$ cat src/rtl/core/opmq_pkg.sv
`default_nettype none

package opmq_pkg;

	localparam int DIST_W  = 12;
	localparam int COUNT_W = 8;
	localparam int CFG_IDX_W  = 2;
	localparam int CFG_DATA_W = DIST_W;

	localparam logic [COUNT_W-1:0] COUNT_MAX = '1;

	localparam logic [DIST_W-1:0]  PRESENT_THR_RST = 12'd80;
	localparam logic [DIST_W-1:0]  LOST_THR_RST    = 12'd192;
	localparam logic [DIST_W-1:0]  MOVE_THR_RST    = 12'd32;
	localparam logic [COUNT_W-1:0] CONFIRM_RST     = 8'd3;

	typedef enum logic [CFG_IDX_W-1:0] {
		REG_PRESENT_THR = 2'd0,
		REG_LOST_THR    = 2'd1,
		REG_MOVE_THR    = 2'd2,
		REG_CONFIRM     = 2'd3
	} opmq_reg_t;

	typedef struct packed {
		logic [DIST_W-1:0] distance;
		logic              clear_state;
	} opmq_in_t;

	typedef struct packed {
		logic              object_present;
		logic              object_moved;
		logic [DIST_W-1:0] reference_distance;
	} opmq_out_t;

	typedef struct packed {
		logic [DIST_W-1:0]  present_threshold;
		logic [DIST_W-1:0]  lost_threshold;
		logic [DIST_W-1:0]  move_threshold;
		logic [COUNT_W-1:0] confirm_count;
	} opmq_cfg_t;

	typedef struct packed {
		logic               present_flag;
		logic               moved_flag;
		logic [DIST_W-1:0]  reference_value;
		logic [COUNT_W-1:0] near_count;
		logic [COUNT_W-1:0] gone_count;
		logic [COUNT_W-1:0] shift_count;
	} opmq_state_t;

	function automatic logic [COUNT_W-1:0] sat_inc(input logic [COUNT_W-1:0] c);
		return (c == COUNT_MAX) ? c : c + COUNT_W'(1);
	endfunction

endpackage

`default_nettype wire

$ cat src/rtl/core/opmq_cfg.sv
`default_nettype none

module opmq_cfg
	import opmq_pkg::*;
(
	input  wire logic                  clk,
	input  wire logic                  arst_n,
	input  wire logic                  cfg_we,
	input  wire logic [CFG_IDX_W-1:0]  cfg_index,
	input  wire logic [CFG_DATA_W-1:0] cfg_wdata,
	output opmq_cfg_t                  cfg
);

	opmq_cfg_t cfg_q;

	always_ff @(posedge clk or negedge arst_n) begin
		if (!arst_n) begin
			cfg_q.present_threshold <= PRESENT_THR_RST;
			cfg_q.lost_threshold    <= LOST_THR_RST;
			cfg_q.move_threshold    <= MOVE_THR_RST;
			cfg_q.confirm_count     <= CONFIRM_RST;
		end else if (cfg_we) begin
			unique case (opmq_reg_t'(cfg_index))
				REG_PRESENT_THR: cfg_q.present_threshold <= cfg_wdata[DIST_W-1:0];
				REG_LOST_THR:    cfg_q.lost_threshold    <= cfg_wdata[DIST_W-1:0];
				REG_MOVE_THR:    cfg_q.move_threshold    <= cfg_wdata[DIST_W-1:0];
				REG_CONFIRM:     cfg_q.confirm_count     <= cfg_wdata[COUNT_W-1:0];
				default: ;
			endcase
		end
	end

	assign cfg = cfg_q;

endmodule

`default_nettype wire

$ cat src/rtl/core/opmq_update.sv
`default_nettype none

module opmq_update
	import opmq_pkg::*;
(
	input  wire opmq_state_t cur,
	input  wire opmq_cfg_t   cfg,
	input  wire opmq_in_t    sample,
	output opmq_state_t      nxt
);

	logic [DIST_W-1:0]  delta;
	logic [COUNT_W-1:0] near_inc;
	logic [COUNT_W-1:0] gone_inc;
	logic [COUNT_W-1:0] shift_inc;

	assign delta = (sample.distance >= cur.reference_value)
		? sample.distance - cur.reference_value
		: cur.reference_value - sample.distance;

	assign near_inc  = sat_inc(cur.near_count);
	assign gone_inc  = sat_inc(cur.gone_count);
	assign shift_inc = sat_inc(cur.shift_count);

	always_comb begin
		nxt = cur;
		if (sample.clear_state) begin
			nxt = '0;
		end else if (sample.distance == '0) begin
			// invalid reading: hold everything
			nxt = cur;
		end else if (!cur.present_flag) begin
			if (sample.distance <= cfg.present_threshold) begin
				if (near_inc >= cfg.confirm_count) begin
					nxt = '0;
					nxt.present_flag    = 1'b1;
					nxt.reference_value = sample.distance;
				end else begin
					nxt.near_count = near_inc;
				end
			end else begin
				nxt.near_count = '0;
			end
		end else if (sample.distance >= cfg.lost_threshold) begin
			if (gone_inc >= cfg.confirm_count) begin
				nxt = '0;
			end else begin
				nxt.gone_count = gone_inc;
			end
		end else begin
			nxt.gone_count = '0;
			if (cur.reference_value != '0) begin
				if (delta >= cfg.move_threshold) begin
					nxt.shift_count = shift_inc;
					if (shift_inc >= cfg.confirm_count) begin
						nxt.moved_flag = 1'b1;
					end
				end else begin
					nxt.shift_count = '0;
				end
			end
		end
	end

endmodule

`default_nettype wire

$ cat src/rtl/core/object_presence_motion_qualifier.sv
// Debounced presence and motion qualifier for distance samples in 1/16 cm.
// Each accepted sample produces exactly one result carrying the flags and the
// reference distance after that sample is applied. A sample is taken every
// cycle while the result side keeps up; each sample passes through the input
// register and then the result register, and the qualifier state (flags,
// reference and three saturating counters) is updated as the sample moves
// from the input register to the result register. A distance of zero without
// clear_state changes nothing but still yields a result. Write the threshold and
// confirm-count registers only while no transaction is in flight.
`default_nettype none

module object_presence_motion_qualifier
	import opmq_pkg::*;
(
	input  wire logic                  clk,
	input  wire logic                  arst_n,
	input  wire logic                  in_valid,
	output logic                       in_ready,
	input  wire opmq_in_t              in_data,
	output logic                       out_valid,
	input  wire logic                  out_ready,
	output opmq_out_t                  out_data,
	input  wire logic                  cfg_we,
	input  wire logic [CFG_IDX_W-1:0]  cfg_index,
	input  wire logic [CFG_DATA_W-1:0] cfg_wdata
);

	opmq_cfg_t   cfg;
	opmq_state_t state_q;
	opmq_state_t state_nxt;
	opmq_in_t    sample_s1;
	logic        valid_s1;
	opmq_out_t   result_s2;
	logic        valid_s2;
	logic        advance;

	opmq_cfg_t u_cfg_unused_guard;
	assign u_cfg_unused_guard = cfg;

	opmq_cfg u_cfg (
		.clk       (clk),
		.arst_n    (arst_n),
		.cfg_we    (cfg_we),
		.cfg_index (cfg_index),
		.cfg_wdata (cfg_wdata),
		.cfg       (cfg)
	);

	opmq_update u_update (
		.cur    (state_q),
		.cfg    (u_cfg_unused_guard),
		.sample (sample_s1),
		.nxt    (state_nxt)
	);

	// result register free or being drained
	assign advance  = !valid_s2 || out_ready;
	assign in_ready = !valid_s1 || advance;

	always_ff @(posedge clk or negedge arst_n) begin
		if (!arst_n) begin
			valid_s1 <= 1'b0;
		end else if (in_ready) begin
			valid_s1 <= in_valid;
		end
	end

	always_ff @(posedge clk) begin
		if (in_ready && in_valid) begin
			sample_s1 <= in_data;
		end
	end

	always_ff @(posedge clk or negedge arst_n) begin
		if (!arst_n) begin
			state_q  <= '0;
			valid_s2 <= 1'b0;
		end else if (advance) begin
			valid_s2 <= valid_s1;
			if (valid_s1) begin
				state_q <= state_nxt;
			end
		end
	end

	always_ff @(posedge clk) begin
		if (advance && valid_s1) begin
			result_s2.object_present     <= state_nxt.present_flag;
			result_s2.object_moved       <= state_nxt.moved_flag;
			result_s2.reference_distance <= state_nxt.reference_value;
		end
	end

	assign out_valid = valid_s2;
	assign out_data  = result_s2;

	// moved is only ever reported together with presence
	a_moved_needs_present: assert property (@(posedge clk) disable iff (!arst_n)
		out_valid |-> (!out_data.object_moved || out_data.object_present))
		else $error("moved reported without presence");

	// a reference exists exactly while present
	a_ref_tracks_present: assert property (@(posedge clk) disable iff (!arst_n)
		out_valid |-> (out_data.object_present == (out_data.reference_distance != '0)))
		else $error("reference and presence disagree");

	// while absent, only the near counter may run
	a_absent_counters: assert property (@(posedge clk) disable iff (!arst_n)
		!state_q.present_flag |-> (state_q.gone_count == '0 && state_q.shift_count == '0
			&& !state_q.moved_flag))
		else $error("stale counters while absent");

	// a stalled sample in the input register is kept
	a_s1_held: assert property (@(posedge clk) disable iff (!arst_n)
		(valid_s1 && !advance) |=> (valid_s1 && $stable(sample_s1)))
		else $error("input stage lost a sample");

endmodule

`default_nettype wire

$ cat config.mk
export PLATFORM = sky130hd
export DESIGN_NAME = object_presence_motion_qualifier
export DESIGN_NICKNAME = d
export VERILOG_FILES = /design/src/rtl/core/opmq_pkg.sv /design/src/rtl/core/opmq_cfg.sv /design/src/rtl/core/opmq_update.sv /design/src/rtl/core/object_presence_motion_qualifier.sv
export SDC_FILE = /design/constraint.sdc
export NUM_CORES = 1
export LEC_CHECK = 0
export ABC_AREA = 1
export BUFFER_PORTS_ARGS = -buffer_cell sky130_fd_sc_hd__buf_2
export CAP_MARGIN = 40
export CORE_MARGIN = 10
export CORE_UTILIZATION = 30
export DETAILED_ROUTE_END_ITERATION = 12
export HOLD_SLACK_MARGIN = 0.15
export SYNTH_ARGS = -nofsm -noshare
export SYNTH_HDL_FRONTEND = slang
export SYNTH_SLANG_ARGS = --single-unit
$ cat constraint.sdc
create_clock -name clk -period 3.61 [get_ports clk]
set_input_delay 0.5415 -clock clk [delete_from_list [all_inputs] [get_ports clk]]
set_output_delay 0.5415 -clock clk [all_outputs]
set_load 0.01 [all_outputs]
* After elaboration in Yosys (flattened, before gate mapping)
Cells that the tools add are included.
Word-level totals: bits of input ports 32, memory bits (read-only) 0, word-level logic and storage cells 84, memories 0, output and inout port bits 16, bits in latches 0, flip-flop bits (word level) 111, RAM bits 0
Cells by class: add/sub/neg operators 5, magnitude comparators 7, bitwise operators 0, div/mod/pow operators 0, shift operators 0, $mul 0, reduce and logical (&&, ||, !) cells 19, eq/ne operators 11, multiplexer cells 25
Operators by type and width (count):
- 38-bit 2-to-1 mux | 3
- 8-bit 2-to-1 mux | 9
- 16-bit 2-to-1 mux | 3
- 12-bit greater-or-equal comparator | 3
- 14-bit 2-to-1 mux | 2
- 8-bit by 1-bit adder with 8-bit output (second input constant) | 3
- 8-bit equality test (second input constant) | 3
- 8-bit greater-or-equal comparator | 3
- 12-bit subtractor | 2
- 22-bit 2-to-1 mux | 1
- 20-bit 2-to-1 mux | 1
- 12-bit <= comparator | 1
- 12-bit zero test | 1
- 12-bit 2-to-1 mux | 1
- 12-bit nonzero test | 1
- 2-bit AND reduction | 5
- 5-bit AND reduction | 2
- 7-bit AND reduction | 1
- 3-bit by 1-bit != test with 1-bit output (second input constant) | 2
- 3-bit nonzero test | 2
- 1-bit 2-to-1 mux | 5
- 2-bit equality test (second input constant) | 2
- 4-bit by 1-bit != test with 1-bit output (second input constant) | 1
- 4-bit != test (second input constant) | 1
- other kinds (6) | 9

* Depth between registers and ports, before layout
depth after elaboration 10, gate-level depth with buffers 24, mapped depth without buffers 23

* Cells and area by module
From an unflattened synthesis, not the netlist that was laid out.
Unflattened totals: cell total of the unflattened synthesis 1340, area total of the unflattened synthesis 9429.0 sq um
By module, submodules not included:
- opmq_update | instances 1, seq. area each 0.0 sq um, area each 5074.9 sq um, cells each 940
- object_presence_motion_qualifier | instances 1, seq. area each 1811.7 sq um, area each 2548.7 sq um, cells each 202
- opmq_cfg | instances 1, seq. area each 1109.8 sq um, area each 1805.5 sq um, cells each 198

* Worst setup path before layout
Ideal clock, no wire load.
kind flip-flop to flip-flop, from register sample_s1[1] (netlist name), to register result_s2, in the netlist out_data[12] (data pin), clock period less this slack 3.112 ns, path slack 0.498 ns, stages on the path, launching flop included 23, required time 3.355 ns, buffers on the path 0, arrival 2.857 ns, library setup time 0.255 ns, path through edfxtp_1 inv_1 ha_1 inv_1 fa_1 nand2_1 nand2_1 a21oi_1 o21ai_0 xor2_1 nand2_1 nand2_1 inv_1 ha_1 nand2_1 nor2_1 nand2_1 nor2_1 nor2_1 nand2_1 nand4_1 nand4_1 and2_1
RTL lines:
- start, declared | line object_presence_motion_qualifier.sv:31 | opmq_in_t sample_s1;
- start signal, assigned | line object_presence_motion_qualifier.sv:70 | sample_s1 <= in_data;
- end, declared | line object_presence_motion_qualifier.sv:33 | opmq_out_t result_s2;

==> run metrics <==
outcome=finished, final reports clean; slew margin rel.=42.6%; vias per std cell=4.54; Routed Antenna Nets=0; Most common cell on crit path=nand2_1; CP max stage delay=0.43 ns; initial antenna violation count=0; setup_tns=0 ns; Clk network pwr share=20.1%; RSZ-0062 raised after global routing=false; Cell Area, Synth=7900 um^2; Seq pwr share=31.9%; Main synth FF type=dfrtp_1; TritonCTS clock tree=built; Hold Crit Class=input pin to async pin; met3 wire length=964 um; Sw Ratio=42.9%; CTS Buf Count=9; Netlist cell types=47; Detailed Place HPWL=15,500 um; Core Area=26,000 um^2; Final Setup Violations=0; CP Cell Sequence=buf_4 -> ha_1 -> inv_1 -> fa_2 -> nand2_1 -> nand2_1 -> a21boi_2 -> o21ai_0 -> xor2_1 -> nand2_1 -> nand2_1 -> inv_1 -> ha_1 -> nand2_1 -> nor2_1 -> nand2_1 -> nand3_1 -> nor2_2 -> nand2_2 -> nand4_1 -> nand4_1 -> and2_1; CP max FO=5; Die Span Y=182 um; Worst EP arrival=3.43 ns; metal2 WL=8260 um; r2r startpoint=sample_s1[1]$_DFFE_PP_; total global routing overflow=0; synthesized area per cell=7.74 um^2; power density over the cells=569 nW/um^2; drt first-iter violations=345; gpl congestion=0.893; Starting Density=30.4%; Reg2Reg Depth=22; Period Utilization, post-route=91.3%; largest net degree at the start of global routing=35; CTS Sinks=111; Area after DPL=8590 um^2; syn_nets=1,141; fraction of layout cells with a size suffix above 1=16.1%; CP max stage cell=edfxtp_1; CP Capture Type=flop; area grow syn2layout=14.4%; vias in the first global route=6,412; Int Power=2.93 mW; final hold slack=0.135 ns; Leak Pwr=4.65 nW; final net count=1,205; commonest non-fill, non-tap cell in the layout=nand2_1; DR DRC count=0; worst flop-to-flop path endpoint=out_data[12]$_DFFE_PP_; Slew @ Worst Pin=0.859 ns; CTS H-tree lvls=3; ant diodes=0; max_cap viols=0; clock-pin slew of the registers on the worst-case setup and hold paths=0.08 ns; CP startpoint kind=flop; worst endpoint required time=3.74 ns; drt wl/cell=13.8 um; Cells after Synth=1,021; WL met1=9990 um; drt pass-1 iters=4; clk_lat worst skew=0.37 ns; Routed WL=19,600 um; post-synthesis sequential area ratio=37.0%; Synth warnings=0; Post-synth EDFFs=27; area of the die=33,200 um^2; combinational fraction of design power=47.9%; min cycle time layout=3.29 ns; NetSw=2.21 mW; I/O pin count=48; CTS root buffer=clkbuf_16; clk_skew=0.0136 ns; Top Metal Used=met4; Worst Slack Setup Final=0.315 ns; Fin. Hold Viols=0; Slew Viols, Final=0; CTS max path bufs=2; hold buffer count at cts=0; Placement Setup Slack=0.135 ns; register bit total from synthesis=111; GRT Total Usage=12.1%; Max Clock Freq=0.304 GHz; port bufs=47; r2r setup slk=0.32 ns; Die X=182 um; Async SR Flop Fraction=75.7%; Util after Layout=34.8%; final instance area=9030 um^2; FP Rows=59; critical path class=flop to flop; Worst VDD drop=0.269 mV; first-pass GRT wire length=33,100 um; DR vias=6,466; most frequent cells in the layout=279 x nand2_1, 166 x inv_1, 79 x ha_1; fill count=2,764
[logic make-up (layout without fill, tap and decap cells)]
logic type	Yosys count	after routing	synth area share [%]
adder cells (fa/ha/maj)	88	88	14.1
buffers and inverters	205	274	10.4
AO/OA/AOI/OAI	161	161	11.2
AND/OR/NAND/NOR	425	425	23.9
flip-flops	111	111	37.0
XOR/XNOR	31	31	3.44
[worst max-delay path, delay by kind of cell (launching register included)]
family,cells,cell delay (ns)
xor gates and xnor gates,1,0.16
DFF,1,0.43
buffers and inverters,3,0.24
AOI/OAI and AO/OA,2,0.32
and+or+nand+nor,13,1.16
adders and majority gates,3,0.76
[metrics by stage]
step,power [mW],std cells
finish,5.14,1425
global route,5.67,1425
CTS,5.04,1419
detailed placement,3.99,1403
global placement,3.95,1403
floorplan,3.40,1021
[area by class of cell]
class | instances | area, um^2 | area share (%)
inverter | 184 | 696 | 7.70
timing repair buffer | 74 | 440 | 4.88
clock inverter | 7 | 72.6 | 0.803
sequential | 111 | 2920 | 32.4
multi-input combinational | 705 | 4260 | 47.1
clock buffer | 9 | 225 | 2.49
tap | 335 | 419 | 4.64
[sequential cells by signal (all words and copies together), names as in the netlist]
register / count
out_data: 14
out_valid: 1
sample_s1: 13
state_q: 38
u_cfg.cfg: 44
valid_s1: 1
[metal layers]
metal | vias up | GRT usage, %
li1 | 3382 | -
met1 | 2951 | 16.7
met2 | 114 | 18.3
met3 | 19 | 2.69
met4 | 0 | 3.58
met5 | - | 0
[synthesized netlist by cell type (2+ instances only)]
cell,number,area [um^2]
buf_4,4,30.0
o31ai_1,2,15.0
nand2_1,281,1050
inv_1,169,634
nand3_2,5,50.1
o21ai_1,18,90.1
buf_2,5,25.0
xor2_1,25,219
nor2_2,2,12.5
nor3_1,5,25.0
dfrtp_1,77,1930
nand2_2,13,81.3
dfstp_2,7,184
o21a_1,2,15.0
nand3_1,42,210
o21ai_2,3,26.3
ha_1,86,1080
clkbuf_1,9,33.8
a21o_1,3,22.5
a21oi_1,41,205
nand4_1,16,100
o21ai_0,78,390
nor2_1,44,165
edfxtp_1,27,811
a21boi_1,2,15.0
nor3_2,2,20.0
o21bai_1,2,15.0
inv_2,13,48.8
nor2_4,3,33.8
nand2_4,7,78.8
nand3b_1,2,15.0
a21oi_2,3,26.3
fa_1,2,40.0
a31oi_1,2,12.5
a211oi_1,2,15.0
xnor2_1,6,52.6
[how the worst max path moves through the flow]
stage | cells past startpoint | end | startpoint | slack (ns)
2_1_floorplan | 22 | out_data[12]$_DFFE_PP_ | sample_s1[1]$_DFFE_PP_ | 0.50
3_3_place_gp | 21 | state_q[7]$_DFFE_PN0P_ | state_q[31]$_DFFE_PN0P_ | 0.18
3_5_place_dp | 23 | state_q[6]$_DFFE_PN0P_ | state_q[24]$_DFFE_PN0P_ | 0.14
4_1_cts | 23 | state_q[6]$_DFFE_PN0P_ | state_q[24]$_DFFE_PN0P_ | 0.11
5_1_grt | 22 | out_data[12]$_DFFE_PP_ | state_q[25]$_DFFE_PN0P_ | 0.005
6_report | 22 | out_data[12]$_DFFE_PP_ | sample_s1[1]$_DFFE_PP_ | 0.32
[repair_timing]
action | CTS | global route
setup endpoints to repair | 0 | 10
buffers inserted | 0 | 6
gates resized for setup | 0 | 29
[power by group through the flow]
stage / Combinational, mW / Sequential (mW) / Clock, mW
finish: 2.46 / 1.64 / 1.03
CTS: 2.34 / 1.64 / 1.06
floorplan: 1.74 / 1.66 / 0
global placement: 2.29 / 1.67 / 0
global route: 2.87 / 1.67 / 1.13
detailed placement: 2.32 / 1.67 / 0
(Power assumes the default switching activity.)
